--- src/sv/ers_pkg.sv ---
`timescale 1ns / 1ps
// ----------------------------------------------------------------------------
// ers_pkg
// Shared sizes, register indexes and state codes of the Euclidean rhythm step
// generator.
// ----------------------------------------------------------------------------
package ers_pkg;

    localparam int MAX_STEPS   = 64;
    localparam int IDX_W       = $clog2(MAX_STEPS);
    localparam int CNT_W       = $clog2(MAX_STEPS + 1);
    localparam int CFG_W       = 7;
    localparam int CFG_IDX_W   = 2;
    localparam int WIDE_W      = (CFG_W > CNT_W) ? CFG_W : CNT_W;
    // Euclid chain on n <= MAX_STEPS is well below two levels per bit
    localparam int MAX_LEVELS  = 2 * $clog2(MAX_STEPS);
    localparam int LVL_W       = $clog2(MAX_LEVELS);
    // two pattern banks: one is read while the next level is written
    localparam int RAM_DEPTH   = 2 * MAX_STEPS;
    localparam int RAM_AW      = $clog2(RAM_DEPTH);

    localparam logic [CFG_W-1:0] STEP_COUNT_RESET  = CFG_W'(16);
    localparam logic [CFG_W-1:0] PULSE_COUNT_RESET = CFG_W'(4);

    typedef enum logic [CFG_IDX_W-1:0] {
        REG_STEP_COUNT  = CFG_IDX_W'(0),
        REG_PULSE_COUNT = CFG_IDX_W'(1)
    } ers_reg_t;

    typedef enum logic [2:0] {
        ST_INIT,
        ST_DIV,
        ST_PREP,
        ST_WRITE,
        ST_RUN
    } ers_state_t;

endpackage

--- src/sv/ers_ram.sv ---
`timescale 1ns / 1ps
// ----------------------------------------------------------------------------
// ers_ram
// Generic simple dual-port RAM: one write port, one read port with a
// registered read that holds while the read enable is low.
// ----------------------------------------------------------------------------
module ers_ram #(
    parameter int WIDTH = 1,
    parameter int DEPTH = 128
) (
    input  logic                     clk,
    input  logic                     we,
    input  logic [$clog2(DEPTH)-1:0] waddr,
    input  logic [WIDTH-1:0]         wdata,
    input  logic                     re,
    input  logic [$clog2(DEPTH)-1:0] raddr,
    output logic [WIDTH-1:0]         rdata
);

    logic [WIDTH-1:0] mem [DEPTH];

    always_ff @(posedge clk)
    begin
        if (we)
        begin
            mem[waddr] <= wdata;
        end
        if (re)
        begin
            rdata <= mem[raddr];
        end
    end

endmodule

--- src/sv/euclidean_rhythm_step_generator.sv ---
`timescale 1ns / 1ps
// ----------------------------------------------------------------------------
// euclidean_rhythm_step_generator
// Plays a Euclidean rhythm of pulse_count onsets over step_count steps out of
// a pattern RAM that is rebuilt level by level from the Euclid chain.
//
//   channel | direction | handshake          | payload
//   --------+-----------+--------------------+-------------------------------
//   in      | input     | in_valid/in_stall  | restart
//   out     | output    | out_valid/out_stall| onset, step_index, cycle_end
//   cfg     | input     | cfg_we             | cfg_index, cfg_data
//
// One tick per cycle while in_stall is low; each result passes the RAM read
// register, then the output register. A second result register lets one more
// tick in while the output is stalled.
// After reset and after every write to REG_STEP_COUNT or REG_PULSE_COUNT the
// pattern is rebuilt: one subtract per cycle down the Euclid chain, then one
// RAM write per step for each level. Ticks are held off with in_stall until
// the build is done.
// ----------------------------------------------------------------------------
module euclidean_rhythm_step_generator (
    input  logic                           clk,
    input  logic                           rst_n,
    // tick channel
    input  logic                           in_valid,
    output logic                           in_stall,
    input  logic                           restart,
    // step channel
    output logic                           out_valid,
    input  logic                           out_stall,
    output logic                           onset,
    output logic [ers_pkg::IDX_W-1:0]      step_index,
    output logic                           cycle_end,
    // register writes
    input  logic                           cfg_we,
    input  logic [ers_pkg::CFG_IDX_W-1:0]  cfg_index,
    input  logic [ers_pkg::CFG_W-1:0]      cfg_data
);

    import ers_pkg::*;

    function automatic logic [IDX_W-1:0] wrap_inc(input logic [IDX_W-1:0] p,
                                                  input logic [CNT_W-1:0] len);
        logic [CNT_W-1:0] p1;
        p1 = CNT_W'(p) + CNT_W'(1);
        return (p1 == len) ? '0 : IDX_W'(p1);
    endfunction

    // configuration
    logic [CFG_W-1:0]  step_count_reg, pulse_count_reg;
    logic              cfg_hit;
    logic [CNT_W-1:0]  n_eff, k_eff;

    // build sequencer
    ers_state_t        state_reg, state_next;
    logic [CNT_W-1:0]  b_reg, b_next;
    logic [CNT_W-1:0]  a_reg, a_next;
    logic [CNT_W-1:0]  div_rem_reg, div_rem_next;
    logic [CNT_W-1:0]  q_reg, q_next;
    logic [LVL_W-1:0]  lvl_reg, lvl_next;
    logic [LVL_W-1:0]  depth_reg, depth_next;
    logic [LVL_W-1:0]  cur_reg, cur_next;
    logic [CNT_W-1:0]  lv_n_reg, lv_n_next;
    logic [CNT_W-1:0]  lv_k_reg, lv_k_next;
    logic [CNT_W-1:0]  lv_q_reg, lv_q_next;
    logic [IDX_W-1:0]  ptr_reg, ptr_next;
    logic [CNT_W-1:0]  zero_cnt_reg, zero_cnt_next;
    logic [IDX_W-1:0]  w_reg, w_next;
    logic              wbank_reg, wbank_next;
    logic              play_bank_reg, play_bank_next;
    logic              lvl_we;
    logic [IDX_W-1:0]  init_ptr;
    logic              is_base;
    logic              extra;

    logic [CNT_W-1:0]  lvl_n_reg [MAX_LEVELS];
    logic [CNT_W-1:0]  lvl_k_reg [MAX_LEVELS];
    logic [CNT_W-1:0]  lvl_q_reg [MAX_LEVELS];

    // pattern RAM
    logic              ram_we, ram_re, ram_wdata, ram_rdata;
    logic [RAM_AW-1:0] ram_waddr, ram_raddr, build_raddr;

    // playback
    logic [IDX_W-1:0]  pos_reg;
    logic [IDX_W-1:0]  play_pos;
    logic              play_last;
    logic              accept;
    logic              a_valid_reg, a_end_reg;
    logic [IDX_W-1:0]  a_idx_reg;
    logic              b_valid_reg, b_onset_reg, b_end_reg;
    logic [IDX_W-1:0]  b_idx_reg;
    logic              b_free, a_move, a_free;

    // ------------------------------------------------------------------
    // configuration registers and clamping
    // ------------------------------------------------------------------
    always_comb
    begin
        cfg_hit = 1'b0;
        unique case (cfg_index)
            REG_STEP_COUNT:  cfg_hit = cfg_we;
            REG_PULSE_COUNT: cfg_hit = cfg_we;
            default:         cfg_hit = 1'b0;
        endcase
    end

    always_ff @(posedge clk or negedge rst_n)
    begin
        if (!rst_n)
        begin
            step_count_reg  <= STEP_COUNT_RESET;
            pulse_count_reg <= PULSE_COUNT_RESET;
        end
        else if (cfg_we)
        begin
            if (cfg_index == REG_STEP_COUNT)
            begin
                step_count_reg <= cfg_data;
            end
            if (cfg_index == REG_PULSE_COUNT)
            begin
                pulse_count_reg <= cfg_data;
            end
        end
    end

    always_comb
    begin
        if (step_count_reg == '0)
            n_eff = CNT_W'(1);
        else if (WIDE_W'(step_count_reg) > WIDE_W'(MAX_STEPS))
            n_eff = CNT_W'(MAX_STEPS);
        else
            n_eff = CNT_W'(step_count_reg);

        if (pulse_count_reg == '0)
            k_eff = CNT_W'(1);
        else if (WIDE_W'(pulse_count_reg) > WIDE_W'(n_eff))
            k_eff = n_eff;
        else
            k_eff = CNT_W'(pulse_count_reg);
    end

    // ------------------------------------------------------------------
    // build sequencer: Euclid chain, then one pattern level per pass
    // ------------------------------------------------------------------
    assign is_base  = (cur_reg == depth_reg);
    assign init_ptr = (lvl_k_reg[cur_reg] == CNT_W'(1)) ? '0 : IDX_W'(1);
    assign extra    = is_base ? 1'b0 : ram_rdata;

    always_ff @(posedge clk or negedge rst_n)
    begin
        if (!rst_n)
        begin
            state_reg     <= ST_INIT;
            wbank_reg     <= 1'b0;
            play_bank_reg <= 1'b0;
            lvl_reg       <= '0;
            depth_reg     <= '0;
            cur_reg       <= '0;
        end
        else
        begin
            state_reg     <= state_next;
            wbank_reg     <= wbank_next;
            play_bank_reg <= play_bank_next;
            lvl_reg       <= lvl_next;
            depth_reg     <= depth_next;
            cur_reg       <= cur_next;
        end
    end

    always_ff @(posedge clk)
    begin
        a_reg        <= a_next;
        b_reg        <= b_next;
        div_rem_reg  <= div_rem_next;
        q_reg        <= q_next;
        lv_n_reg     <= lv_n_next;
        lv_k_reg     <= lv_k_next;
        lv_q_reg     <= lv_q_next;
        ptr_reg      <= ptr_next;
        zero_cnt_reg <= zero_cnt_next;
        w_reg        <= w_next;
        if (lvl_we)
        begin
            lvl_n_reg[lvl_reg] <= a_reg;
            lvl_k_reg[lvl_reg] <= b_reg;
            lvl_q_reg[lvl_reg] <= q_reg;
        end
    end

    always_comb
    begin
        state_next     = state_reg;
        a_next         = a_reg;
        b_next         = b_reg;
        div_rem_next   = div_rem_reg;
        q_next         = q_reg;
        lvl_next       = lvl_reg;
        depth_next     = depth_reg;
        cur_next       = cur_reg;
        lv_n_next      = lv_n_reg;
        lv_k_next      = lv_k_reg;
        lv_q_next      = lv_q_reg;
        ptr_next       = ptr_reg;
        zero_cnt_next  = zero_cnt_reg;
        w_next         = w_reg;
        wbank_next     = wbank_reg;
        play_bank_next = play_bank_reg;
        lvl_we         = 1'b0;
        ram_we         = 1'b0;
        ram_wdata      = 1'b0;
        ram_waddr      = {wbank_reg, w_reg};
        build_raddr    = {~wbank_reg, ptr_reg};

        unique case (state_reg)
            ST_INIT:
            begin
                a_next       = n_eff;
                b_next       = k_eff;
                div_rem_next = n_eff;
                q_next       = '0;
                lvl_next     = '0;
                wbank_next   = 1'b0;
                state_next   = ST_DIV;
            end
            ST_DIV:
            begin
                if (div_rem_reg >= b_reg)
                begin
                    div_rem_next = div_rem_reg - b_reg;
                    q_next       = q_reg + CNT_W'(1);
                end
                else
                begin
                    lvl_we = 1'b1;
                    if (div_rem_reg == '0)
                    begin
                        depth_next = lvl_reg;
                        cur_next   = lvl_reg;
                        state_next = ST_PREP;
                    end
                    else
                    begin
                        // descend to (k, r)
                        a_next       = b_reg;
                        b_next       = div_rem_reg;
                        div_rem_next = b_reg;
                        q_next       = '0;
                        lvl_next     = lvl_reg + LVL_W'(1);
                    end
                end
            end
            ST_PREP:
            begin
                lv_n_next     = lvl_n_reg[cur_reg];
                lv_k_next     = lvl_k_reg[cur_reg];
                lv_q_next     = lvl_q_reg[cur_reg];
                // fetch the lower-level bit for gap 0 now, gap 1 during gap 0
                build_raddr   = {~wbank_reg, init_ptr};
                ptr_next      = wrap_inc(init_ptr, lvl_k_reg[cur_reg]);
                zero_cnt_next = '0;
                w_next        = '0;
                state_next    = ST_WRITE;
            end
            ST_WRITE:
            begin
                ram_we    = 1'b1;
                ram_wdata = (zero_cnt_reg == '0);
                if (zero_cnt_reg == '0)
                    zero_cnt_next = lv_q_reg + CNT_W'(extra) - CNT_W'(1);
                else
                    zero_cnt_next = zero_cnt_reg - CNT_W'(1);
                if (zero_cnt_next == '0)
                    ptr_next = wrap_inc(ptr_reg, lv_k_reg);
                w_next = w_reg + IDX_W'(1);
                if (CNT_W'(w_reg) + CNT_W'(1) == lv_n_reg)
                begin
                    wbank_next = ~wbank_reg;
                    if (cur_reg == '0)
                    begin
                        play_bank_next = wbank_reg;
                        state_next     = ST_RUN;
                    end
                    else
                    begin
                        cur_next   = cur_reg - LVL_W'(1);
                        state_next = ST_PREP;
                    end
                end
            end
            ST_RUN:
            begin
                state_next = ST_RUN;
            end
            default:
            begin
                state_next = ST_INIT;
            end
        endcase

        // a write to the step or pulse count register starts the build over
        if (cfg_hit)
            state_next = ST_INIT;
    end

    // ------------------------------------------------------------------
    // pattern RAM
    // ------------------------------------------------------------------
    assign ram_raddr = (state_reg == ST_RUN) ? {play_bank_reg, play_pos} : build_raddr;
    assign ram_re    = (state_reg == ST_RUN) ? accept : 1'b1;

    ers_ram #(
        .WIDTH (1),
        .DEPTH (RAM_DEPTH)
    ) u_pattern_ram (
        .clk   (clk),
        .we    (ram_we),
        .waddr (ram_waddr),
        .wdata (ram_wdata),
        .re    (ram_re),
        .raddr (ram_raddr),
        .rdata (ram_rdata)
    );

    // ------------------------------------------------------------------
    // playback: position, RAM read stage, output register
    // ------------------------------------------------------------------
    assign b_free   = !b_valid_reg || !out_stall;
    assign a_move   = a_valid_reg && b_free;
    assign a_free   = !a_valid_reg || a_move;
    assign in_stall = (state_reg != ST_RUN) || !a_free;
    assign accept   = in_valid && !in_stall;

    assign play_pos  = (restart || (CNT_W'(pos_reg) >= n_eff)) ? '0 : pos_reg;
    assign play_last = (CNT_W'(play_pos) + CNT_W'(1) == n_eff);

    always_ff @(posedge clk or negedge rst_n)
    begin
        if (!rst_n)
        begin
            pos_reg     <= '0;
            a_valid_reg <= 1'b0;
            b_valid_reg <= 1'b0;
        end
        else
        begin
            if (accept)
                pos_reg <= play_last ? '0 : play_pos + IDX_W'(1);

            if (accept)
                a_valid_reg <= 1'b1;
            else if (a_move)
                a_valid_reg <= 1'b0;

            if (a_move)
                b_valid_reg <= 1'b1;
            else if (b_free)
                b_valid_reg <= 1'b0;
        end
    end

    always_ff @(posedge clk)
    begin
        if (accept)
        begin
            a_idx_reg <= play_pos;
            a_end_reg <= play_last;
        end
        if (a_move)
        begin
            b_onset_reg <= ram_rdata;
            b_idx_reg   <= a_idx_reg;
            b_end_reg   <= a_end_reg;
        end
    end

    assign out_valid  = b_valid_reg;
    assign onset      = b_onset_reg;
    assign step_index = b_idx_reg;
    assign cycle_end  = b_end_reg;

    // ------------------------------------------------------------------
    // checks
    // ------------------------------------------------------------------
    a_no_tick_while_building: assert property (@(posedge clk) disable iff (!rst_n)
        accept |-> (state_reg == ST_RUN))
        else $error("tick transfer while the pattern is being built");

    a_ptr_in_lower_level: assert property (@(posedge clk) disable iff (!rst_n)
        (state_reg == ST_WRITE) |-> (CNT_W'(ptr_reg) < lv_k_reg))
        else $error("lower-level read pointer outside its pattern");

    a_write_in_level: assert property (@(posedge clk) disable iff (!rst_n)
        (state_reg == ST_WRITE) |-> (CNT_W'(w_reg) < lv_n_reg))
        else $error("pattern write past the end of its level");

    a_step_zero_onset: assert property (@(posedge clk) disable iff (!rst_n)
        (out_valid && (step_index == '0)) |-> onset)
        else $error("step zero of the cycle is not an onset");

    a_end_wraps: assert property (@(posedge clk) disable iff (!rst_n)
        (accept && play_last) |=> (pos_reg == '0))
        else $error("position did not wrap after the last step");

endmodule
--- config.mk ---
export PLATFORM = sky130hd
export DESIGN_NAME = euclidean_rhythm_step_generator
export DESIGN_NICKNAME = d
export VERILOG_FILES = /design/src/sv/ers_pkg.sv /design/src/sv/ers_ram.sv /design/src/sv/euclidean_rhythm_step_generator.sv
export SDC_FILE = /design/constraint.sdc
export NUM_CORES = 1
export LEC_CHECK = 0
export ABC_AREA = 1
export BUFFER_PORTS_ARGS = -buffer_cell sky130_fd_sc_hd__buf_2
export CAP_MARGIN = 30
export CORE_UTILIZATION = 45
export CTS_CLUSTER_SIZE = 30
export DETAILED_ROUTE_END_ITERATION = 7
export SLEW_MARGIN = 20
export SYNTH_ARGS = -nofsm -noshare
export SYNTH_HDL_FRONTEND = slang
export SYNTH_SLANG_ARGS = --single-unit
export TNS_END_PERCENT = 5
--- constraint.sdc ---
create_clock -name clk -period 9.8 [get_ports clk]
set_input_delay 1.96 -clock clk [delete_from_list [all_inputs] [get_ports clk]]
set_output_delay 1.96 -clock clk [all_outputs]
set_load 0.02 [all_outputs]
==> run_results.csv, run 1 <==
group,metric,value,unit
cells_and_area,drive_gt1_frac,0.0780,
placed_design,placed_area,23700,µm²
timing,fin_hold_ws,0.411,ns
placed_design,dpl.hpwl,33200,µm
global_routing,antenna_found_initial,0,
global_routing,grt_use_total,0.219,
floorplan,fp.dieArea,51700,µm²
yosys,synth_edf_count,464,
global_routing,grt_pass1_wl,86400,µm
cells_and_area,antenna_cells,0,
worst_setup_path,cp.arrival,5.91,ns
cells_and_area,nets,2249,
cells_and_area,largest_register,"u_pattern_ram.mem",
timing,tns,0,ns
clock_tree,cts_buffer_depth,3,
clock_tree,cts_num_sinks,503,
cells_and_area,largest_reg_flops,128,
yosys,synth.area.top_cells,"edfxtp_1, nor2_1, nand2_1, nand3_1, inv_1",
worst_setup_path,setup.worst_path.end_class,"register",
routing,routedWlPerCell,19.0,µm
timing,fin_crit_sh,0.564,
yosys,synth_area,22800,µm²
global_routing,grt_max_degree,76,
worst_setup_path,r2r_start,"cur_reg[0]$_DFFE_PN0P_",
routing,drt_iter0_drc,1416,
clock_tree,clkLatencyLatePin,0.63,ns
placed_design,place_congestion,0.836,
clock_tree,ctsResizeCount,0,
pwr,vdd_ir_drop_max,0.185,mV
routing,ant_nets,0,
min_path,min_delay_path_depth,0,
yosys,synth_top_area_frac,0.610,
timing,setup_viol,0,
floorplan,die_w,227,µm
timing,finalClockSkew,0.0588,ns
cells_and_area,final-instance-count-excl-fill,2917,
yosys,syn_inst,2177,
yosys,ys.flop_type,"edfxtp_1",
floorplan,core-area,50100,µm²
worst_setup_path,timing.rr.end,"u_pattern_ram.rdata$_DFFE_PP_",
yosys,ys_ff_latch,503,
worst_setup_path,reg2reg_slack,4.27,ns
timing,tightest_slew,1.02,ns
timing,slew_viol_final,0,
clock_tree,clock-root-buffer,"clkbuf_16",
yosys,yosys.area.top_type,"edfxtp_1",
status,status,"finished clean",
worst_setup_path,r2r_cells,22,
clock_tree,h-tree-depth,2,
yosys,ys_seq_area_frac,0.653,
pwr,p_leak,9.80,nW
worst_setup_path,start_kind,"register",
timing,rsz0062_at_grt,"false",
clock_tree,clk_pin_slew,0.06,ns
timing,fmax,181,MHz
yosys,syn_nets,2225,
floorplan,io_pins,25,
placed_design,port_buffers,24,
cells_and_area,finish.instance_area,25500,µm²
yosys,synth_cell_types,50,
worst_setup_path,cp_max_fo,73,
yosys,synth_commonest_cells,"edfxtp_1, nor2_1, nand2_1, inv_1, nand3_1",
worst_setup_path,cp.required,10.18,ns
yosys,avgSynthCellArea,10.5,µm²
floorplan,rows,82,
routing,remaining_drc_errors,0,
routing,first_pass_iters,5,
global_routing,overflow,0,
floorplan,initial_core_util,0.456,
clock_tree,cts_hold_repair.buffers,0,
timing,relSlewSlack,0.320,
timing,min_period,5.53,ns
cells_and_area,area_growth,11.7,%
placed_design,place_inst,2813,
min_path,hold_end,"step_index[3]$_DFFE_PP_",
routing,viasPerCell,5.37,
routing,drt-total-wl,55500,µm
clock_tree,post_cts_buffers,0,
job,maxCapViolCount,0,
clock_tree,cts_tree,"done",
min_path,hold_class,"register to register",
global_routing,grt_pass1_vias,15200,
timing,hold_violations,0,
yosys,synth.most_common_cell,"edfxtp_1",
floorplan,die_y,227,µm
min_path,hp-start,"a_idx_reg[3]$_DFFE_PP_",
yosys,synthArstFlopShare,0.0775,
clock_tree,cts_buffers,54,
worst_setup_path,critical_path_class,"register to register",
pwr,power.density,303,nW/µm²
cells_and_area,utilization,0.510,
yosys,ys_warn_count,0,
routing,vias,15700,
metrics by stage:
stage                     power (mW)  setup slack (ns)
after floorplan                 4.93              4.80
after global placement          5.65              4.29
after detailed placement        5.73              4.30
after CTS                       7.76              4.29
after global routing            8.19              3.68
final                           7.73              4.27
cell usage in the layout (no fill, tap or decap), types with 11 or more instances in the layout:
| cell type | count |
|---|---|
| edfxtp_1 | 464 |
| nor2_1 | 345 |
| nand2_1 | 336 |
| inv_1 | 255 |
| nand3_1 | 192 |
| o21ai_0 | 181 |
| clkbuf_16 | 54 |
| dfrtp_1 | 35 |
| ha_1 | 32 |
| xor2_1 | 30 |
| a21oi_1 | 28 |
| buf_4 | 28 |
| o22ai_1 | 27 |
| buf_2 | 24 |
| nand3b_1 | 18 |
| clkbuf_1 | 18 |
| o221ai_1 | 14 |
| o21ai_1 | 13 |
| clkinv_1 | 12 |
| xnor2_1 | 11 |
how the worst max path moves through the flow:
stage / startpoint / end / slack, ns / depth (start not counted)
6_report: cur_reg[0]$_DFFE_PN0P_ / u_pattern_ram.rdata$_DFFE_PP_ / 4.27 / 22
5_1_grt: cur_reg[0]$_DFFE_PN0P_ / u_pattern_ram.rdata$_DFFE_PP_ / 3.68 / 24
4_1_cts: cur_reg[0]$_DFFE_PN0P_ / u_pattern_ram.rdata$_DFFE_PP_ / 4.29 / 22
3_5_place_dp: cur_reg[0]$_DFFE_PN0P_ / u_pattern_ram.rdata$_DFFE_PP_ / 4.30 / 22
3_3_place_gp: cur_reg[0]$_DFFE_PN0P_ / ptr_reg[2]$_SDFFCE_PN0P_ / 4.29 / 13
2_1_floorplan: state_reg[0]$_DFFE_PN0P_ / u_pattern_ram.mem[0]$_DFFE_PP_ / 4.80 / 6
cells by family after synthesis:
kind of cell             count (synthesis)  synth area share
multiplexers                             2          0.000876
buffers and inverters                  352            0.0639
XOR/XNOR                                41            0.0157
flip-flops                             503             0.653
adder cells (fa/ha/maj)                 33            0.0184
AO/OA/AOI/OAI                          294            0.0721
AND/OR/NAND/NOR                        952             0.176
critical path, stage by stage (launching register included):
cell and delay [ns]:
dfrtp_4 0.91, clkinv_2 0.93, buf_4 0.62, nand2_1 0.14
nand3_1 0.09, nand3_1 0.11, nand2_1 0.07, nand2_1 0.05
nand2_1 0.11, nand2_1 0.12, nor2_2 0.07, nand3_1 0.12
nand3_4 0.32, nand2_4 0.64, nand2_1 0.11, nand3_1 0.11
nand3_1 0.10, nand3_1 0.14, nand3_1 0.12, nand3_1 0.10
nand2_1 0.06, nand2_1 0.05, nand2_1 0.06
area by class of cell:
type,instances,area [µm²]
multi-input cells,1322,6560
clock inverters,28,325
clock buffers,72,1430
inverters,259,973
fillers,4585,24600
well taps,672,841
flip-flops and latches,503,14900
repair buffers,61,473
layer usage:
layer	vias up	wire length (µm)	GRT usage	share of wire
li1	7455	-	-	-
met1	7686	24200	0.292	0.44
met2	406	27200	0.372	0.49
met3	108	2660	0.0261	0.048
met4	0	1440	0.0723	0.026
met5	-	0	0	0
power by group:
group	internal, mW	switching (mW)
combinational	0.741	1.72
clock	1.16	0.866
sequential	2.89	0.354
total	4.79	2.94
(Power assumes the default switching activity.)
==> run 2, diff against run 1 <==
Clock period 9.8 ns to 4.8 ns, I/O delays scaled along.
==> run 2 against run 1 <==
Net effect: non-clock buffer count up 14; worst hold slack worse by 0.20 ns; critical path depth up 1; combinational power up 110%; sequential power up 100%; critical endpoint unchanged; largest power group unchanged.
==> run_results.csv, run 2 (synthesized netlist as in run 1, its figures left out) <==
group,metric,value,unit
status,status,"finished clean",
worst_setup_path,reg2reg_slack,0.65,ns
routing,vias,15700,
min_path,hold_class,"input pin to asynchronous set/reset pin",
floorplan,initial_core_util,0.456,
timing,rsz0062_at_grt,"false",
cells_and_area,layout_common_cells,"edfxtp_1, nor2_1, nand2_1, inv_1, nand3_1",
worst_setup_path,cp.arrival,4.51,ns
global_routing,grt_use_total,0.220,
clock_tree,cts_tree,"done",
cells_and_area,finish.instance_area,25700,µm²
floorplan,io_pins,25,
global_routing,grt_pass1_wl,86600,µm
routing,remaining_drc_errors,0,
timing,setup_viol,0,
global_routing,antenna_found_initial,0,
worst_setup_path,timing.rr.end,"u_pattern_ram.rdata$_DFFE_PP_",
clock_tree,cts_num_sinks,503,
placed_design,port_buffers,24,
pwr,power.density,625,nW/µm²
pwr,vdd_ir_drop_max,0.493,mV
cells_and_area,largest_reg_flops,128,
routing,drt-total-wl,55600,µm
clock_tree,cts_buffer_depth,3,
timing,tns,0,ns
worst_setup_path,setup.worst_path.end_class,"register",
clock_tree,h-tree-depth,2,
routing,first_pass_iters,8,
cells_and_area,largest_register,"u_pattern_ram.mem",
cells_and_area,utilization,0.514,
cells_and_area,mostFrequentLayoutCell,"edfxtp_1",
worst_setup_path,cp.required,5.16,ns
floorplan,core-area,50100,µm²
floorplan,fp.dieArea,51700,µm²
timing,fin_crit_sh,0.864,
clock_tree,post_cts_buffers,0,
timing,fmax,241,MHz
cells_and_area,nets,2264,
worst_setup_path,start_kind,"register",
pwr,finalPower,16.1,mW
clock_tree,clk_pin_slew,0.06,ns
placed_design,place_congestion,0.858,
worst_setup_path,r2r_start,"step_count_reg[5]$_DFFE_PN0P_",
floorplan,rows,82,
cells_and_area,drive_gt1_frac,0.0875,
timing,hold_violations,0,
timing,slew_viol_final,0,
timing,finalClockSkew,0.0142,ns
worst_setup_path,r2r_cells,23,
clock_tree,ctsResizeCount,0,
routing,drt_iter0_drc,1421,
pwr,p_leak,9.92,nW
routing,routedWlPerCell,18.9,µm
cells_and_area,antenna_cells,0,
routing,viasPerCell,5.36,
clock_tree,clkLatencyLatePin,0.60,ns
global_routing,grt_max_degree,131,
timing,relSlewSlack,0.368,
clock_tree,cts_hold_repair.buffers,0,
worst_setup_path,cp_max_fo,63,
floorplan,die_w,227,µm
global_routing,overflow,0,
routing,ant_nets,0,
cells_and_area,area_growth,12.6,%
timing,fin_hold_ws,0.213,ns
clock_tree,clock-root-buffer,"clkbuf_16",
worst_setup_path,critical_path_class,"register to register",
global_routing,grt_pass1_vias,15100,
placed_design,placed_area,23800,µm²
clock_tree,cts_buffers,55,
placed_design,dpl.hpwl,33400,µm
floorplan,die_y,227,µm
job,maxCapViolCount,0,
timing,min_period,4.15,ns
timing,tightest_slew,0.946,ns
==> run 2: cell types whose count changed in the layout (fill, tap and decap cells not counted), moves of 2 or more <==
cell / change
buf_4: +12
clkinv_16: -2
clkbuf_8: +5
buf_12: +4
buf_6: -2
bufinv_16: +2
inv_6: +5
clkbuf_1: -7
clkinv_2: +2
==> run 2: worst max path at each step <==
stage | start | end | slack [ns] | cells past startpoint
after global routing | step_count_reg[5]$_DFFE_PN0P_ | u_pattern_ram.rdata$_DFFE_PP_ | 0.19 | 23
after detailed placement | step_count_reg[5]$_DFFE_PN0P_ | u_pattern_ram.rdata$_DFFE_PP_ | 0.72 | 23
after global placement | step_count_reg[5]$_DFFE_PN0P_ | u_pattern_ram.rdata$_DFFE_PP_ | 0.73 | 23
after CTS | step_count_reg[5]$_DFFE_PN0P_ | u_pattern_ram.rdata$_DFFE_PP_ | 0.69 | 23
final | step_count_reg[5]$_DFFE_PN0P_ | u_pattern_ram.rdata$_DFFE_PP_ | 0.65 | 23
after floorplan | b_reg[2]$_DFFE_PP_ | lvl_k_reg[10][0]$_DFFE_PP_ | 0.74 | 14
==> run 2: area by class of cell <==
cell class	instances	area, µm²
inverter	259	973
clock buffer	72	1500
tap	672	841
fill	4493	24300
sequential	503	14900
multi-input combinational	1322	6540
clock inverter	31	335
timing repair buffer	75	609
==> run 2: layer usage <==
metal  part of all wire  global-route usage  vias up
li1                   -                   -     7497
met1               0.44               0.297     7744
met2               0.49               0.368      394
met3              0.051              0.0346       95
met4              0.022              0.0628        0
met5                  0                   0        -
==> run 2: through the flow <==
stage | setup WS (ns) | instances
floorplan | 0.744 | 2177
global placement | 0.734 | 2824
detailed placement | 0.721 | 2828
CTS | 0.687 | 2931
global route | 0.186 | 2934
finish | 0.653 | 2934
==> run 2: power breakdown <==
group	internal (mW)	leakage [nW]	switching (mW)
Clock	2.57	0.904	1.74
Combinational	1.59	4.26	3.67
Sequential	5.89	4.76	0.613
Total	10.1	9.92	6.02
==> run 2: worst max-delay path: stages, from the launching register on <==
cell and delay [ns]:
dfrtp_1 0.40, nor4_1 0.28, nand3_1 0.13, nand2_1 0.09, inv_1 0.05, nor2_1 0.13, inv_1 0.11, ha_1 0.32
a21oi_1 0.15, o21ai_0 0.13, a211oi_2 0.19, nand2_1 0.17, nor2_2 0.26, nand2_2 0.14, nand2_4 0.50, nand2_1 0.11
nand3_1 0.10, nand3_1 0.08, nand3_1 0.16, nand3_1 0.10, nand3_1 0.09, nand2_1 0.06, nand2_1 0.06, nand2_1 0.05
==> run 3, diff against run 2 <==
Settings changed: ABC_AREA 1 to default, SKIP_LAST_GASP from default to 1.
==> run 3 against run 2 <==
Net effect: clock-buffer cell count down 3; core utilization down 0.28 points; clock skew rose by 0.052 ns; largest power group unchanged; cell count down 20%.
==> run_results.csv, run 3 <==
group,metric,value,unit
yosys,syn_inst,1590,
yosys,synth_area,22300,µm²
worst_setup_path,worstSetupStartpoint,"step_count_reg[6]$_DFFE_PN0P_",
floorplan,io_pins,25,
worst_setup_path,reg2reg_slack,0.22,ns
global_routing,grt_max_degree,67,
cells_and_area,nets,1689,
worst_setup_path,r2r_start,"step_count_reg[6]$_DFFE_PN0P_",
worst_setup_path,setup.worst_path.end_class,"register",
clock_tree,cts_buffers,52,
yosys,yosys.area_share.simple,0.103,
yosys,ys_ff_latch,503,
min_path,hold_class,"input pin to asynchronous set/reset pin",
pwr,finalPower,14.3,mW
global_routing,met3_usage,0.0317,
yosys,synth.area.top_cells,"edfxtp_1, mux4_2, dfrtp_1, nor2_1, mux2i_1",
yosys,synth_commonest_cells,"edfxtp_1, nor2_1, nand2_1, o21ai_0, mux2i_1",
worst_setup_path,cp.required,5.22,ns
job,maxCapViolCount,0,
worst_setup_path,cp.arrival,5.00,ns
yosys,avgSynthCellArea,14.0,µm²
routing,routedWlPerCell,22.9,µm
clock_tree,clkLatencyLatePin,0.63,ns
routing,vias,13500,
yosys,synth_top_area_frac,0.625,
placed_design,place_congestion,0.883,
worst_setup_path,critical_path_class,"register to register",
cells_and_area,area_growth,12.1,%
floorplan,fp.dieArea,50500,µm²
timing,fmax,218,MHz
cells_and_area,largest_reg_flops,128,
routing,remaining_drc_errors,0,
routing,drt_iter0_drc,1284,
yosys,yosys.area.top_type,"edfxtp_1",
cells_and_area,finish.instance_area,25000,µm²
cells_and_area,drive_gt1_frac,0.155,
cells_and_area,largest_register,"u_pattern_ram.mem",
pwr,power.density,570,nW/µm²
yosys,syn_nets,1638,
yosys,ys_seq_area_frac,0.668,
yosys,synth_edf_count,464,
yosys,synth.most_common_cell,"edfxtp_1",
yosys,synth-compound-area-share,0.0759,
placed_design,dpl.hpwl,33700,µm
clock_tree,cts_buffer_depth,3,
worst_setup_path,timing.rr.end,"u_pattern_ram.rdata$_DFFE_PP_",
global_routing,antenna_found_initial,0,
yosys,synthArstFlopShare,0.0775,
worst_setup_path,cp_max_fo,15,
floorplan,core-area,49000,µm²
clock_tree,cts_hold_repair.buffers,0,
placed_design,placed_area,23300,µm²
routing,first_pass_iters,5,
placed_design,dp_slack,0.345,ns
pwr,p_leak,8.26,nW
global_routing,grt_pass1_vias,13500,
floorplan,initial_core_util,0.456,
timing,slew_viol_final,0,
timing,hold_violations,0,
yosys,synth_top_family_by_area,"simple AND/OR/NAND/NOR gates",
yosys,ys_warn_count,0,
worst_setup_path,start_kind,"register",
timing,finalWorstSetupSlack,0.218,ns
yosys,synth_xor_area_frac,0.0204,
global_routing,met1_usage,0.299,
timing,tightest_slew,0.982,ns
pwr,vdd_ir_drop_max,0.473,mV
global_routing,use_met2,0.358,
worst_setup_path,r2r_cells,13,
routing,ant_nets,0,
routing,viasPerCell,5.76,
routing,drt-total-wl,53800,µm
yosys,synth_cell_types,78,
placed_design,port_buffers,24,
floorplan,rows,81,
floorplan,die_w,225,µm
global_routing,grt_pass1_wl,81800,µm
clock_tree,clock-root-buffer,"clkbuf_16",
timing,relSlewSlack,0.343,
yosys,yosys-mux-area-fraction,0.0914,
clock_tree,ctsResizeCount,0,
yosys,synthAdderAreaFrac,0.0188,
timing,rsz0062_at_grt,"false",
cells_and_area,layout_common_cells,"edfxtp_1, nor2_1, nand2_1, o21ai_0, mux2i_1",
timing,fin_crit_sh,0.955,
clock_tree,cts_tree,"done",
global_routing,grt_use_total,0.217,
timing,min_period,4.58,ns
cells_and_area,mostFrequentLayoutCell,"edfxtp_1",
timing,setup_viol,0,
floorplan,die_y,225,µm
timing,finalClockSkew,0.0662,ns
clock_tree,clk_pin_slew,0.07,ns
global_routing,grt.busiest_layer,"met2",
clock_tree,h-tree-depth,2,
clock_tree,post_cts_buffers,0,
global_routing,overflow,0,
status,status,"finished clean",
yosys,ys.flop_type,"edfxtp_1",
clock_tree,cts_num_sinks,503,
## run 3: changes by cell type in the layout (fill, tap and decap cells not counted), sizes merged, moves of 15 or more
cell | previous run | this run
nand3 | 193 | 36
xnor2 | 11 | 26
and2 | 0 | 17
inv | 262 | 39
mux2i | 2 | 54
mux2 | 0 | 39
nor2b | 0 | 18
mux4 | 0 | 47
nand2 | 339 | 121
and3 | 0 | 21
nor2 | 354 | 206
nand3b | 18 | 3
o21ai | 196 | 68
## run 3: where the power goes
group	internal, mW	total, mW	leakage (nW)	switching [mW]
Sequential	5.78	6.41	4.60	0.628
Clock	2.19	3.87	0.800	1.69
Combinational	1.54	3.98	2.86	2.44
Total	9.50	14.3	8.26	4.75
## run 3: logic make-up (layout without fill, tap and decap cells)
kind of cell,Yosys count,in the layout
adders and majority gates,33,33
and+or+nand+nor,497,497
muxes,140,140
xor gates and xnor gates,52,52
AOI/OAI and AO/OA,249,249
DFF,503,503
other,0,1
buffers and inverters,116,207
## run 3: critical path: stages, from the launching register on
cell      delay, ns
dfrtp_1        0.48
and2b_1        0.41
inv_1          0.13
ha_1           0.32
a21oi_1        0.25
nor2b_4        0.07
or3_1          0.51
o31ai_1        0.39
a21o_1         0.61
o32ai_1        0.20
a2111o_1       0.42
o41ai_1        0.30
nor4_1         0.10
nor3_2         0.19
## run 3: routing by layer
metal	wire length, µm	vias up	share of wire
met5	0	-	0
met4	1200	0	0.022
met3	3050	88	0.057
met2	26000	449	0.48
met1	23600	6845	0.44
li1	-	6140	-
## run 3: cell type report
class,count,area [µm²]
Sequential cell,503,14900
Tap cell,664,831
Clock inverter,25,262
Antenna cell,1,2.50
Fill cell,4123,23900
Clock buffer,69,1380
Timing Repair Buffer,74,547
Multi-Input combinational cell,971,6930
Inverter,39,146
## run 3: worst max-delay path by stage
| stage | end | slack [ns] | cells past startpoint |
|---|---|---|---|
| final | u_pattern_ram.rdata$_DFFE_PP_ | 0.22 | 13 |
| after global routing | u_pattern_ram.rdata$_DFFE_PP_ | 0.01 | 13 |
| after CTS | u_pattern_ram.rdata$_DFFE_PP_ | 0.27 | 13 |
| after detailed placement | u_pattern_ram.rdata$_DFFE_PP_ | 0.35 | 13 |
| after global placement | u_pattern_ram.rdata$_DFFE_PP_ | 0.47 | 13 |
| after floorplan | lvl_k_reg[3][0]$_DFFE_PP_ | -0.11 | 12 |
## run 3: stage by stage
step | utilization | std cells | hold WS (ns) | TNS, ns
after floorplan | - | 1590 | 0.400 | -2.28
after global placement | 0.476 | 2248 | 0.404 | 0
after detailed placement | 0.477 | 2249 | 0.405 | 0
after CTS | 0.510 | 2343 | 0.420 | 0
after global routing | 0.511 | 2345 | 0.155 | 0
final | 0.511 | 2346 | 0.170 | 0
